File: config.mk
export PLATFORM = sky130hd
export DESIGN_NAME = touchpad_gesture_engine
export DESIGN_NICKNAME = d
export VERILOG_FILES = /design/src/rtl/tge_pkg.sv /design/src/rtl/touchpad_gesture_engine.sv
export SDC_FILE = /design/constraint.sdc
export NUM_CORES = 2
export LEC_CHECK = 0
export BUFFER_PORTS_ARGS = -buffer_cell sky130_fd_sc_hd__buf_2
export CAP_MARGIN = 20
export CORE_MARGIN = 3
export CORE_UTILIZATION = 58
export DETAILED_ROUTE_END_ITERATION = 10
export MAX_ROUTING_LAYER = met4
export PLACE_DENSITY = 0.75
export SLEW_MARGIN = 20
export SYNTH_ARGS = -nofsm -noshare
export SYNTH_HDL_FRONTEND = slang
export SYNTH_SLANG_ARGS = --single-unit
export TNS_END_PERCENT = 10
File: constraint.sdc
create_clock -name clk -period 10.34 [get_ports clk]
set_input_delay 0.517 -clock clk [delete_from_list [all_inputs] [get_ports clk]]
set_output_delay 0.517 -clock clk [all_outputs]
set_load 0.03 [all_outputs]
File: src/rtl/tge_pkg.sv
// ----------------------------------------------------------------------------
// tge_pkg
// Codes, reset values and result type of the touchpad gesture engine.
// ----------------------------------------------------------------------------
`timescale 1ns / 1ps
`default_nettype none
package tge_pkg;

  localparam int PTR_DIV_DEF  = 4;
  localparam int MOVE_THR_DEF = 80;

  localparam int IN_DATA_W  = 64;
  localparam int OUT_DATA_W = 48;
  localparam int CFG_IDX_W  = 4;
  localparam int CFG_DATA_W = 16;

  // input op (travels on in_tuser)
  localparam logic OP_SAMPLE = 1'b0;
  localparam logic OP_TICK   = 1'b1;

  // result kind (travels on out_tuser)
  localparam logic [1:0] KIND_MOVE   = 2'd0;
  localparam logic [1:0] KIND_WHEEL  = 2'd1;
  localparam logic [1:0] KIND_BUTTON = 2'd2;

  // register indexes
  localparam logic [CFG_IDX_W-1:0] REG_MODE   = 4'd0;
  localparam logic [CFG_IDX_W-1:0] REG_THRESH = 4'd1;
  localparam logic [CFG_IDX_W-1:0] REG_WMAX   = 4'd2;
  localparam logic [CFG_IDX_W-1:0] REG_HMAX   = 4'd3;
  localparam logic [CFG_IDX_W-1:0] REG_MARGIN = 4'd4;
  localparam logic [CFG_IDX_W-1:0] REG_STEP   = 4'd5;
  localparam logic [CFG_IDX_W-1:0] REG_TAPTO  = 4'd6;
  localparam logic [CFG_IDX_W-1:0] REG_DTW    = 4'd7;

  // register reset values
  localparam logic [2:0]  MODE_RST   = 3'd0;
  localparam logic [5:0]  THRESH_RST = 6'd8;
  localparam logic [11:0] WMAX_RST   = 12'd2047;
  localparam logic [11:0] HMAX_RST   = 12'd2047;
  localparam logic [10:0] MARGIN_RST = 11'd220;
  localparam logic [15:0] STEP_RST   = 16'd160;
  localparam logic [15:0] TAPTO_RST  = 16'd180;
  localparam logic [15:0] DTW_RST    = 16'd350;

  typedef struct packed {
    logic [1:0]         kind;
    logic signed [12:0] move_x;
    logic signed [12:0] move_y;
    logic signed [15:0] wheel_steps;
    logic               button_down;
  } res_t;

endpackage
`default_nettype wire

File: src/rtl/touchpad_gesture_engine.sv
// ----------------------------------------------------------------------------
// touchpad_gesture_engine
// Turns absolute touch samples and time ticks into pointer, wheel and
// button requests.
// ----------------------------------------------------------------------------
// Usage:
//   in_*  : one request per sample (in_tuser = 0) or bare time tick
//           (in_tuser = 1). in_tready is high only while the engine is idle.
//   out_* : zero to four result requests per input, out_tlast on the final
//           one. out_tuser carries the kind (move, wheel, button).
//   cfg_* : register writes, always ready; write only while idle.
// Steps per input (accept to first result):
//   capture, gesture evaluation, then the shared 20-bit restoring divider:
//   one division for a wheel update, two for a pointer move (x then y
//   through the same unit), none for touch down/up or ticks. Results then
//   leave on out_*; the next input is taken only after the last result is
//   accepted. An input with no result (also a wheel update with zero
//   steps) frees the engine without using out_*.
// Reset (rst_n low, synchronous): gesture state clears, registers return to
//   their defaults, no result pending, in_tready high next cycle.
// Stall: results wait in a four-entry buffer; out_* holds until taken and no
//   new input is accepted meanwhile.
// ----------------------------------------------------------------------------
`timescale 1ns / 1ps
`default_nettype none
module touchpad_gesture_engine #(
  parameter int PTR_DIVISOR    = tge_pkg::PTR_DIV_DEF,
  parameter int MOVE_THRESHOLD = tge_pkg::MOVE_THR_DEF
) (
  input  wire logic                           clk,
  input  wire logic                           rst_n,
  // in_tdata: pos_x[11:0], pos_y[23:12], pressure[29:24], time_ms[61:30]
  input  wire logic [tge_pkg::IN_DATA_W-1:0]  in_tdata,
  input  wire logic                           in_tuser,  // op
  input  wire logic                           in_tvalid,
  output logic                                in_tready,
  // out_tdata: move_x[12:0], move_y[25:13], wheel_steps[41:26],
  //            button_down[42]
  output logic [tge_pkg::OUT_DATA_W-1:0]      out_tdata,
  output logic [1:0]                          out_tuser, // kind
  output logic                                out_tlast,
  output logic                                out_tvalid,
  input  wire logic                           out_tready,
  input  wire logic [tge_pkg::CFG_IDX_W-1:0]  cfg_index,
  input  wire logic [tge_pkg::CFG_DATA_W-1:0] cfg_data,
  input  wire logic                           cfg_valid,
  output logic                                cfg_ready
);
  import tge_pkg::*;

  localparam int DIV_W   = 20;
  localparam int PDIV_EFF = (PTR_DIVISOR == 0) ? 1 : PTR_DIVISOR;

  typedef enum logic [1:0] {ST_IDLE, ST_EVAL, ST_DIV, ST_OUT} state_t;
  typedef enum logic [1:0] {SEL_X, SEL_Y, SEL_W} div_sel_t;

  state_t   state_r, state_nxt;
  div_sel_t sel_r, sel_nxt;

  // configuration
  logic [2:0]  mode_r, mode_nxt;
  logic [5:0]  thr_r, thr_nxt;
  logic [11:0] wmax_r, wmax_nxt, hmax_r, hmax_nxt;
  logic [10:0] margin_r, margin_nxt;
  logic [15:0] step_r, step_nxt, tapto_r, tapto_nxt, dtw_r, dtw_nxt;

  // gesture state
  logic        touching_r, touching_nxt, moved_r, moved_nxt;
  logic        scroll_r, scroll_nxt, drag_r, drag_nxt, pend_r, pend_nxt;
  logic [14:0] ringpos_r, ringpos_nxt;
  logic signed [19:0] accum_r, accum_nxt;
  logic [11:0] prevx_r, prevx_nxt, prevy_r, prevy_nxt;
  logic [31:0] tstart_r, tstart_nxt, taptime_r, taptime_nxt;

  // captured input
  logic        op_r, op_nxt;
  logic [11:0] x_r, x_nxt, y_r, y_nxt;
  logic [5:0]  z_r, z_nxt;
  logic [31:0] now_r, now_nxt;

  // shared divider
  logic [DIV_W-1:0] quo_r, quo_nxt;
  logic [15:0]      rem_r, rem_nxt, dsr_r, dsr_nxt;
  logic [4:0]       iter_r, iter_nxt;
  logic             neg_r, neg_nxt;
  logic signed [12:0] dy_r, dy_nxt, mx_r, mx_nxt;

  // result buffer
  res_t       res_r [4];
  res_t       res_nxt [4];
  logic [2:0] cnt_r, cnt_nxt;
  logic [1:0] oidx_r, oidx_nxt;

  function automatic res_t mk_btn(logic down);
    res_t e;
    e = '0;
    e.kind = KIND_BUTTON;
    e.button_down = down;
    return e;
  endfunction

  function automatic logic in_edge(logic [11:0] x, logic [11:0] y, logic [11:0] wm,
                                   logic [11:0] hm, logic [10:0] m);
    logic signed [13:0] xs, ys, ms, rl, bl;
    xs = $signed({2'b0, x});
    ys = $signed({2'b0, y});
    ms = $signed({3'b0, m});
    rl = $signed({2'b0, wm}) - ms;
    bl = $signed({2'b0, hm}) - ms;
    return (xs <= ms) || (xs >= rl) || (ys <= ms) || (ys >= bl);
  endfunction

  // position on the ring around the pad: top, right, bottom, left
  function automatic logic [14:0] ring_at(logic [11:0] x, logic [11:0] y, logic [11:0] wm,
                                          logic [11:0] hm, logic [10:0] m);
    logic signed [15:0] xs, ys, ms, xm, ym, r;
    xs = $signed({4'b0, x});
    ys = $signed({4'b0, y});
    ms = $signed({5'b0, m});
    xm = $signed({4'b0, wm});
    ym = $signed({4'b0, hm});
    if (ys <= ms) begin
      r = xs;
    end else if (xs >= xm - ms) begin
      r = xm + ys;
    end else if (ys >= ym - ms) begin
      r = xm + ym + (xm - xs);
    end else begin
      r = xm + xm + ym + (ym - ys);
    end
    return r[14:0];
  endfunction

  logic [16:0] rem_sh;
  logic        div_ge;
  logic [DIV_W-1:0] quo_step;
  logic [15:0] rem_step;

  assign rem_sh   = {rem_r, quo_r[DIV_W-1]};
  assign div_ge   = rem_sh >= {1'b0, dsr_r};
  assign rem_step = div_ge ? 16'(rem_sh - {1'b0, dsr_r}) : rem_sh[15:0];
  assign quo_step = {quo_r[DIV_W-2:0], div_ge};

  assign in_tready  = (state_r == ST_IDLE);
  assign cfg_ready  = 1'b1;
  assign out_tvalid = (state_r == ST_OUT);
  assign out_tuser  = res_r[oidx_r].kind;
  assign out_tlast  = ({1'b0, oidx_r} == 3'(cnt_r - 3'd1));
  assign out_tdata  = {5'b0, res_r[oidx_r].button_down, res_r[oidx_r].wheel_steps,
                       res_r[oidx_r].move_y, res_r[oidx_r].move_x};

  always_comb begin
    logic [2:0]  n;
    logic        pend, drag, go_div;
    logic [31:0] age, held;
    logic signed [12:0] dx, dy, ax, ay;
    logic [14:0] pos;
    logic signed [16:0] half, per, d;
    logic signed [19:0] acc_new, acc_mag;
    logic signed [20:0] steps;
    logic [12:0] qn;

    state_nxt = state_r;  sel_nxt = sel_r;
    mode_nxt = mode_r;  thr_nxt = thr_r;  wmax_nxt = wmax_r;  hmax_nxt = hmax_r;
    margin_nxt = margin_r;  step_nxt = step_r;  tapto_nxt = tapto_r;  dtw_nxt = dtw_r;
    touching_nxt = touching_r;  moved_nxt = moved_r;  scroll_nxt = scroll_r;
    drag_nxt = drag_r;  pend_nxt = pend_r;  ringpos_nxt = ringpos_r;
    accum_nxt = accum_r;  prevx_nxt = prevx_r;  prevy_nxt = prevy_r;
    tstart_nxt = tstart_r;  taptime_nxt = taptime_r;
    op_nxt = op_r;  x_nxt = x_r;  y_nxt = y_r;  z_nxt = z_r;  now_nxt = now_r;
    quo_nxt = quo_r;  rem_nxt = rem_r;  dsr_nxt = dsr_r;  iter_nxt = iter_r;
    neg_nxt = neg_r;  dy_nxt = dy_r;  mx_nxt = mx_r;
    res_nxt = res_r;  cnt_nxt = cnt_r;  oidx_nxt = oidx_r;

    n = cnt_r;  pend = pend_r;  drag = drag_r;  go_div = 1'b0;
    age = now_r - taptime_r;
    held = now_r - tstart_r;
    dx = $signed({1'b0, x_r}) - $signed({1'b0, prevx_r});
    dy = $signed({1'b0, y_r}) - $signed({1'b0, prevy_r});
    ax = dx[12] ? -dx : dx;
    ay = dy[12] ? -dy : dy;
    pos = ring_at(x_r, y_r, wmax_r, hmax_r, margin_r);
    half = $signed({5'b0, wmax_r}) + $signed({5'b0, hmax_r});
    per = half + half;
    d = $signed({2'b0, pos}) - $signed({2'b0, ringpos_r});
    if (d > half) begin
      d = d - per;
    end else if (d < -half) begin
      d = d + per;
    end
    acc_new = accum_r + 20'(d);
    acc_mag = acc_new[19] ? -acc_new : acc_new;
    steps = '0;
    qn = '0;

    case (state_r)
      ST_IDLE: begin
        if (in_tvalid) begin
          op_nxt  = in_tuser;
          x_nxt   = in_tdata[11:0];
          y_nxt   = in_tdata[23:12];
          z_nxt   = in_tdata[29:24];
          now_nxt = in_tdata[61:30];
          cnt_nxt = '0;
          oidx_nxt = '0;
          state_nxt = ST_EVAL;
        end
      end
      ST_EVAL: begin
        // deferred single click
        if (pend && age >= {16'b0, dtw_r}) begin
          if (!drag) begin
            res_nxt[n[1:0]] = mk_btn(1'b1);  n = n + 3'd1;
            res_nxt[n[1:0]] = mk_btn(1'b0);  n = n + 3'd1;
          end
          pend = 1'b0;
        end
        if (op_r == OP_SAMPLE) begin
          if (z_r < thr_r) begin
            if (touching_r && mode_r[0] && !moved_r && held <= {16'b0, tapto_r}) begin
              if (mode_r[1] && pend && age <= {16'b0, dtw_r}) begin
                res_nxt[n[1:0]] = mk_btn(!drag);  n = n + 3'd1;
                drag = !drag;
                pend = 1'b0;
              end else if (mode_r[1]) begin
                taptime_nxt = now_r;
                pend = 1'b1;
              end else begin
                if (!drag) begin
                  res_nxt[n[1:0]] = mk_btn(1'b1);  n = n + 3'd1;
                  res_nxt[n[1:0]] = mk_btn(1'b0);  n = n + 3'd1;
                end
                pend = 1'b0;
              end
            end
            touching_nxt = 1'b0;
            scroll_nxt = 1'b0;
            accum_nxt = '0;
          end else if (!touching_r) begin
            touching_nxt = 1'b1;
            moved_nxt = 1'b0;
            scroll_nxt = in_edge(x_r, y_r, wmax_r, hmax_r, margin_r);
            ringpos_nxt = pos;
            prevx_nxt = x_r;  prevy_nxt = y_r;
            tstart_nxt = now_r;
          end else begin
            if (ax > 13'(MOVE_THRESHOLD) || ay > 13'(MOVE_THRESHOLD)) moved_nxt = 1'b1;
            if (!scroll_r && in_edge(x_r, y_r, wmax_r, hmax_r, margin_r)) begin
              scroll_nxt = 1'b1;
              ringpos_nxt = pos;
            end else if (scroll_r) begin
              ringpos_nxt = pos;
              accum_nxt = acc_new;
              quo_nxt = acc_mag;
              neg_nxt = acc_new[19];
              dsr_nxt = (step_r == 16'd0) ? 16'd1 : step_r;
              sel_nxt = SEL_W;
              go_div = 1'b1;
            end else begin
              quo_nxt = DIV_W'(ax);
              neg_nxt = dx[12];
              dy_nxt = dy;
              dsr_nxt = 16'(PDIV_EFF);
              sel_nxt = SEL_X;
              go_div = 1'b1;
            end
            prevx_nxt = x_r;  prevy_nxt = y_r;
          end
        end
        pend_nxt = pend;
        drag_nxt = drag;
        cnt_nxt = n;
        rem_nxt = '0;
        iter_nxt = '0;
        if (go_div) state_nxt = ST_DIV;
        else if (n != 3'd0) state_nxt = ST_OUT;
        else state_nxt = ST_IDLE;
      end
      ST_DIV: begin
        quo_nxt = quo_step;
        rem_nxt = rem_step;
        iter_nxt = iter_r + 5'd1;
        if (iter_r == 5'(DIV_W - 1)) begin
          qn = neg_r ? 13'(13'd0 - quo_step[12:0]) : quo_step[12:0];
          iter_nxt = '0;
          rem_nxt = '0;
          case (sel_r)
            SEL_X: begin
              mx_nxt = $signed(qn);
              quo_nxt = DIV_W'(dy_r[12] ? -dy_r : dy_r);
              neg_nxt = dy_r[12];
              sel_nxt = SEL_Y;
            end
            SEL_Y: begin
              res_nxt[cnt_r[1:0]] = '{KIND_MOVE, mx_r, $signed(qn), 16'sd0, 1'b0};
              cnt_nxt = cnt_r + 3'd1;
              state_nxt = ST_OUT;
            end
            default: begin
              steps = neg_r ? -$signed({1'b0, quo_step}) : $signed({1'b0, quo_step});
              accum_nxt = neg_r ? -$signed({4'b0, rem_step}) : $signed({4'b0, rem_step});
              if (quo_step != '0) begin
                if (!mode_r[2]) steps = -steps;
                res_nxt[cnt_r[1:0]] = '{KIND_WHEEL, 13'sd0, 13'sd0, steps[15:0], 1'b0};
                cnt_nxt = cnt_r + 3'd1;
                state_nxt = ST_OUT;
              end else if (cnt_r != 3'd0) begin
                state_nxt = ST_OUT;
              end else begin
                state_nxt = ST_IDLE;
              end
            end
          endcase
        end
      end
      ST_OUT: begin
        if (out_tready) begin
          if (out_tlast) begin
            oidx_nxt = '0;
            cnt_nxt = '0;
            state_nxt = ST_IDLE;
          end else begin
            oidx_nxt = oidx_r + 2'd1;
          end
        end
      end
      default: state_nxt = ST_IDLE;
    endcase

    if (cfg_valid) begin
      case (cfg_index)
        REG_MODE:   mode_nxt   = cfg_data[2:0];
        REG_THRESH: thr_nxt    = cfg_data[5:0];
        REG_WMAX:   wmax_nxt   = cfg_data[11:0];
        REG_HMAX:   hmax_nxt   = cfg_data[11:0];
        REG_MARGIN: margin_nxt = cfg_data[10:0];
        REG_STEP:   step_nxt   = cfg_data;
        REG_TAPTO:  tapto_nxt  = cfg_data;
        REG_DTW:    dtw_nxt    = cfg_data;
        default: ;
      endcase
    end
  end

  always_ff @(posedge clk) begin
    if (!rst_n) begin
      state_r <= ST_IDLE;  sel_r <= SEL_X;
      mode_r <= MODE_RST;  thr_r <= THRESH_RST;  wmax_r <= WMAX_RST;
      hmax_r <= HMAX_RST;  margin_r <= MARGIN_RST;  step_r <= STEP_RST;
      tapto_r <= TAPTO_RST;  dtw_r <= DTW_RST;
      touching_r <= 1'b0;  moved_r <= 1'b0;  scroll_r <= 1'b0;
      drag_r <= 1'b0;  pend_r <= 1'b0;  ringpos_r <= '0;  accum_r <= '0;
      prevx_r <= '0;  prevy_r <= '0;  tstart_r <= '0;  taptime_r <= '0;
      cnt_r <= '0;  oidx_r <= '0;  iter_r <= '0;
    end else begin
      state_r <= state_nxt;  sel_r <= sel_nxt;
      mode_r <= mode_nxt;  thr_r <= thr_nxt;  wmax_r <= wmax_nxt;
      hmax_r <= hmax_nxt;  margin_r <= margin_nxt;  step_r <= step_nxt;
      tapto_r <= tapto_nxt;  dtw_r <= dtw_nxt;
      touching_r <= touching_nxt;  moved_r <= moved_nxt;  scroll_r <= scroll_nxt;
      drag_r <= drag_nxt;  pend_r <= pend_nxt;  ringpos_r <= ringpos_nxt;
      accum_r <= accum_nxt;  prevx_r <= prevx_nxt;  prevy_r <= prevy_nxt;
      tstart_r <= tstart_nxt;  taptime_r <= taptime_nxt;
      cnt_r <= cnt_nxt;  oidx_r <= oidx_nxt;  iter_r <= iter_nxt;
    end
    op_r <= op_nxt;  x_r <= x_nxt;  y_r <= y_nxt;  z_r <= z_nxt;  now_r <= now_nxt;
    quo_r <= quo_nxt;  rem_r <= rem_nxt;  dsr_r <= dsr_nxt;  neg_r <= neg_nxt;
    dy_r <= dy_nxt;  mx_r <= mx_nxt;
    res_r <= res_nxt;
  end

endmodule
`default_nettype wire

# After elaboration in Yosys (flattened, before gate mapping)
# Index checks and enable logic that the tools add are counted.
word_totals:
  inputBits: 90
  wordCells: 364
  latch_bits: 0
  ramBits: 0
  reg_bits: 556
  n_memories: 0
  output_inout_bits: 54
  rom_bits: 0
classes:
  bitwise_logic: 23
  n_reduce_logical: 56
  eq_ne: 31
  multipliers: 0
  muxes: 134
  add_sub_neg: 39
  order_cmp: 25
  shift: 0
  div_mod_pow: 0
op_table:
  columns: ["op", "n"]
  rows:
  - ["$mux W180", 11]
  - ["$pmux W180 S2", 2]
  - ["$bwmux W180", 3]
  - ["$demux W45 S2", 4]
  - ["$and A176 B176 Y176", 2]
  - ["$not A176 Y176", 2]
  - ["$and A172 B172 Y172", 2]
  - ["$not A172 Y172", 2]
  - ["$mux W20", 17]
  - ["$mux W45", 6]
  - ["$mux W16", 8]
  - ["$bmux W45 S2", 1]
  - ["$mux W15", 6]
  - ["$pmux W20 S2", 2]
  - ["$le A32 B16 Y1", 2]
  - ["$sub A32 B32 Y32", 2]
  - ["$add A12 B12 Y13", 4]
  - ["$ge A13 B13 Y1", 4]
  - ["$sub A12 B11 Y13", 4]
  - ["$sub A12 B12 Y13", 4]
  - ["$mux W3", 16]
  - ["$mux W13", 3]
  - ["$le A12 B11 Y1", 3]
  - ["$mux W2", 18]
  - ["other kinds (69)", 180]

# Logic depth before layout (Yosys ltp)
depth:
  ltp_word: 20
  ltp_mapped: 61
  mapped_depth_nobuf: 60

# Worst setup path after synthesis
# OpenSTA, ideal clock, no wires.
synth_path:
  path_kind: "register to register"
  start: "reg hmax_r[0]"
  end: "reg quo_r[1], data pin"
  path_slack_ns: -0.597
  path_stages_with_launch: 59
  t_arrival_ns: 10.677
  setup_time_ns: 0.261
  required_time_ns: 10.079
  path_cell_list: "dfxtp_1 inv_1 ha_1 inv_1 fa_1 a21o_1 a21oi_1 o21ai_0 a21oi_1 o21ai_0 a211oi_1 nor2_1 nor2_1 xor2_1 ha_1 a21o_1 a21oi_1 o21ai_0 (+23 left out) nand2_1 o21a_1 nor2_1 clkbuf_1 a21oi_1 ha_1 a21o_1 a21oi_1 o21ai_0 a31o_2 a22o_1 a41oi_1 a21oi_1 a31oi_1 xor2_1 clkbuf_1 o21ai_0 a221o_1"
synth_between:
  elab_chain_len: 18
  elab_cells_between_ends: 29
  cone_classes: "add/sub: 14; order compare: 3; mux: 12"
synth_rtl:
  columns: ["element", "line", "source"]
  rows:
  - ["start, declared", "touchpad_gesture_engine.sv:63", "logic [11:0] wmax_r, wmax_nxt, hmax_r, hmax_nxt;"]
  - ["start signal, assigned", "touchpad_gesture_engine.sv:358", "hmax_r <= hmax_nxt; margin_r <= margin_nxt; step_r <= step_nxt;"]
  - ["$add A13 B12 Y14 (tied with other cells)", "touchpad_gesture_engine.sv:129", "r = xm + xm + ym + (ym - ys);"]
  - ["$add A15 B13 Y15 (tied with other cells)", "touchpad_gesture_engine.sv:129", null]
  - ["$mux W15", "touchpad_gesture_engine.sv:126", "end else if (ys >= ym - ms) begin"]
  - ["$mux W15", "touchpad_gesture_engine.sv:124", "end else if (xs >= xm - ms) begin"]
  - ["$mux W15", "touchpad_gesture_engine.sv:122", "if (ys <= ms) begin"]
  - ["$sub A15 B15 Y16", "touchpad_gesture_engine.sv:185", "d = $signed({2'b0, pos}) - $signed({2'b0, ringpos_r});"]
  - ["$add A16 B15 Y17 or $lt A16 B17 Y1 (tied branches)", "touchpad_gesture_engine.sv:189, touchpad_gesture_engine.sv:188", null]
  - ["$mux W17", "touchpad_gesture_engine.sv:188", "end else if (d < -half) begin"]
  - ["(+3 left out)", null, null]
  - ["$mux W20 *", "touchpad_gesture_engine.sv:192", "acc_mag = acc_new[19] ? -acc_new : acc_new;"]
  - ["$mux W20 *", "touchpad_gesture_engine.sv:251", "end else if (scroll_r) begin"]
  - ["$mux W20 *", "touchpad_gesture_engine.sv:248", "if (!scroll_r && in_edge(x_r, y_r, wmax_r, hmax_r, margin_r)) begin"]
  - ["$mux W20 *", "touchpad_gesture_engine.sv:239", "end else if (!touching_r) begin"]
  - ["$mux W20 *", "touchpad_gesture_engine.sv:219", "if (z_r < thr_r) begin"]
  - ["$mux W20 *", "touchpad_gesture_engine.sv:218", "if (op_r == OP_SAMPLE) begin"]
  - ["$pmux W20 S2 *", "touchpad_gesture_engine.sv:196", "case (state_r)"]
  - ["via quo_nxt[1]", "touchpad_gesture_engine.sv:82", "logic [DIV_W-1:0] quo_r, quo_nxt;"]
  - ["end signal, assigned", "touchpad_gesture_engine.sv:367", "quo_r <= quo_nxt; rem_r <= rem_nxt; dsr_r <= dsr_nxt; neg_r <= neg_nxt;"]
  - ["end, declared", "touchpad_gesture_engine.sv:82", null]
# Mark *: on every way through the listed nets, which the timed path passes. The rest lies on a longest branch. The select of a mux whose other input is x is not followed.
# A chain may end at the register's enable or synchronous reset.

# Worst setup path in the final report
layout_path:
  start: "reg hmax_r[0]"
  end: "reg quo_r[18], data pin"
# The elaborated chain is that of the path after synthesis.

==> impl_metrics.tcl <==
set metrics [dict create \
    outcome "complete, but fails checks" \
    violations_in_the_final_reports "negative setup slack" \
    arrival_ps 10830 \
    crit_path_start_kind "flip-flop" \
    drive_gt1_share_pct 14.36 \
    clockBufferDepth 3 \
    place.detailed.hpwl_um 87450 \
    worst_setup_startpoint "hmax_r[0]" \
    post_synth.cell_area_avg_um2 8.944 \
    finalWorstSetupSlack_ps -138.8 \
    std_cell_core_area_mm2 0.07088 \
    slowest_stage "a2111o_1" \
    synth_seq_area_share_pct 34.21 \
    type_of_the_setup_path_with_the_least_slack "reg -> reg" \
    wl_per_cell_um 20.04 \
    synth_cell_type_count 99 \
    synth.top_cells.by_count "nand2_1 (544), ha_1 (411), inv_1 (367)" \
    whs_ps 65.38 \
    synthFlopType "edfxtp_1" \
    final_net_count 5522 \
    insertedDiodeCount 0 \
    cts_tree "done" \
    global_placement_routability_congestion 0.9579 \
    grt_first_pass_wirelength_um 188100 \
    min_period_over_period_pct 101.3 \
    drt_pass1_iterations 6 \
    cts_inserted_buffers 66 \
    synthesis.instances 4691 \
    routed_via_density 6.202 \
    async_reset_ff_share_pct 0 \
    worst_r2r_endpoint "quo_r[18]" \
    setup_viol 6 \
    grt_overflow_total 0 \
    r2r_cells 60 \
    hold-path-endpoint "x_r[10]" \
    die_y_um 275.0 \
    postPlaceCellArea_mm2 0.04518 \
    synth_area_leader_cell "edfxtp_1" \
    max-cap-violations 0 \
    clkSlewWorstSetupHoldPaths_ps 60 \
    hold_viol 0 \
    detailedPlace.worstSlack_ps -750.6 \
    cpPeakStageDelay_ps 410 \
    cts-hold-fix-buffers 0 \
    timing.hold.worst.start "in_tdata[10]" \
    finClkSkew_ps 35.43 \
    holdPathStages 1 \
    clock_tree.root_cell "clkbuf_16" \
    worstMarginPinSlew_ps 1085 \
    ir_worst_vdd_v 0.0002795 \
    synth_edf_count 322 \
    worst-path-max-fanout 4 \
    boundaryPins 144 \
    floorplan.initialDensity_pct 59.19 \
    fmax_mhz 95.43 \
    critPathCaptureType "flip-flop" \
    numClockSinks 556 \
    design_area_mm2 0.04794 \
    vias 37190 \
    htree_num_levels 3 \
    final_max_slew_viol_count 0 \
    wl_um 120200 \
    worstReg2RegStart "hmax_r[0]" \
    netlist_top_cells_area "edfxtp_1 (23%), ha_1 (12%), dfxtp_1 (11%), nand2_1 (4.9%), a21oi_1 (3.7%)" \
    synth_top_area_share_pct 23.05 \
    clkLatencyLatePin_ps 630 \
    relSlewSlack_pct 27.54 \
    globalRouteTotalUtil_pct 31.82 \
    worst_min_delay_path_category "in -> reg" \
    first_global_vias 34880 \
    syn-cell-area_mm2 0.04196 \
    critical_path_required_ps 10690 \
    grt_setup_unrepaired "yes" \
    slack_of_the_worst_reg_to_reg_path_ps -140 \
    die_area_mm2 0.07560 \
    finalCoreUtilization_pct 67.64 \
    dieWidth_um 275.0 \
    post-route-min-period_ps 10480 \
    grt_max_degree 107 \
    powerDensity_mw_per_mm2 241.4 \
    count_of_antenna_violating_nets_left_after_detailed_routing 0 \
    remaining_routing_drc_violations 0 \
    grt_antenna_before_repair 0 \
    leakage_power_of_the_design_nw 19.51 \
    synthMostInstantiatedCell "nand2_1" \
    place.port_buffers 135 \
    core.rowCount 97 \
    synth-seq-cells 556 \
    synthesis.yosys.warnings 0 \
    layout-area-overhead-vs-synth_pct 14.27 \
    drt-initial-drc-count 3396 \
]
## worst max-delay path by stage
stage	cells after the start	to	slack (ps)
floorplan	57	quo_r[18]	10
global placement	62	quo_r[15]	-470
detailed placement	62	quo_r[18]	-750
CTS	59	quo_r[18]	0.4
global route	60	quo_r[18]	-750
finish	60	quo_r[18]	-140
## report_power, final
part           switching (W)  total, W  internal (W)
Clock               0.000991   0.00231       0.00132
Combinational        0.00345   0.00658       0.00313
Sequential          0.000121   0.00268       0.00256
Total                0.00456    0.0116       0.00701
## critical path, delay by kind of cell, from the launching register on
| kind | cells | cell delay (ps) |
|---|---|---|
| adders and majority gates | 7 | 1850 |
| DFF | 1 | 320 |
| buffers and inverters | 6 | 630 |
| and+or+nand+nor | 12 | 1420 |
| muxes | 1 | 180 |
| AOI/OAI and AO/OA | 31 | 5350 |
| xor gates and xnor gates | 3 | 420 |
## cell usage in the layout (no fill, tap or decap), drive strengths merged, types with 30 or more instances in the layout
| cell type | instances |
|---|---|
| nand2 | 544 |
| buf | 428 |
| ha | 411 |
| inv | 374 |
| edfxtp | 322 |
| a21oi | 313 |
| nor2 | 264 |
| o21ai | 257 |
| dfxtp | 234 |
| xnor2 | 152 |
| a22o | 127 |
| a21boi | 125 |
| xor2 | 116 |
| nor3 | 110 |
| nand3 | 108 |
| clkbuf | 96 |
| a21o | 91 |
| nor2b | 89 |
| mux2i | 66 |
| nand2b | 53 |
| a211oi | 53 |
| o211ai | 49 |
| nand4 | 47 |
| mux4 | 45 |
| o21bai | 43 |
| o21a | 37 |
| and3 | 32 |
| o31ai | 31 |
| and2 | 30 |
## per-stage QoR
stage                     power [W]  TNS [ps]  cells
after global routing        0.01228    -12750   5996
after detailed placement   0.008780    -11470   5843
final                       0.01157    -283.2   5996
after CTS                   0.01121         0   5978
after floorplan            0.006453         0   4695
after global placement     0.008685     -5126   5843
## state kept, by name, summed over array words and instances, names as in the netlist, 11 cells and up
signal / cells
hmax_r: 12
dsr_r: 16
dtw_r: 16
tapto_r: 16
prevy_r: 12
y_r: 12
tstart_r: 32
margin_r: 11
accum_r: 20
res_r: 180
rem_r: 16
now_r: 32
quo_r: 20
taptime_r: 32
step_r: 16
ringpos_r: 15
dy_r: 13
mx_r: 13
x_r: 12
prevx_r: 12
wmax_r: 12
## metal layers
layer	share of wire, %	vias to the layer above	GRT usage, %
met5	0	-	-
met4	3.2	0	9.992
met3	8.1	244	4.430
met2	45	1547	49.47
met1	43	17640	43.22
li1	-	17760	-
## area by class of cell
class	count	area [um2]
clock buffers	96	1826
clock inverters	24	277.8
fillers	5707	22940
inverters	367	1378
multi-input cells	3585	25970
flip-flops and latches	556	14360
well taps	940	1176
repair buffers	428	2948
## cell families after synthesis
logic type               Yosys count  share of synthesized area (%)
flip-flops                       556                          34.21
AO/OA/AOI/OAI                   1342                          21.58
multiplexers                     117                          4.151
AND/OR/NAND/NOR                 1424                          16.21
XOR/XNOR                         268                          5.595
other                              2                        0.01790
buffers and inverters            554                          5.159
adder cells (fa/ha/maj)          428                          13.07
## what timing repair did
action                                  4_1_cts  5_1_grt
setup buffers                                15       18
pin swaps                                    41       82
endpoints found under the setup margin       28       33
resized for setup                            49       73
Power figures use the tool's default switching activity.
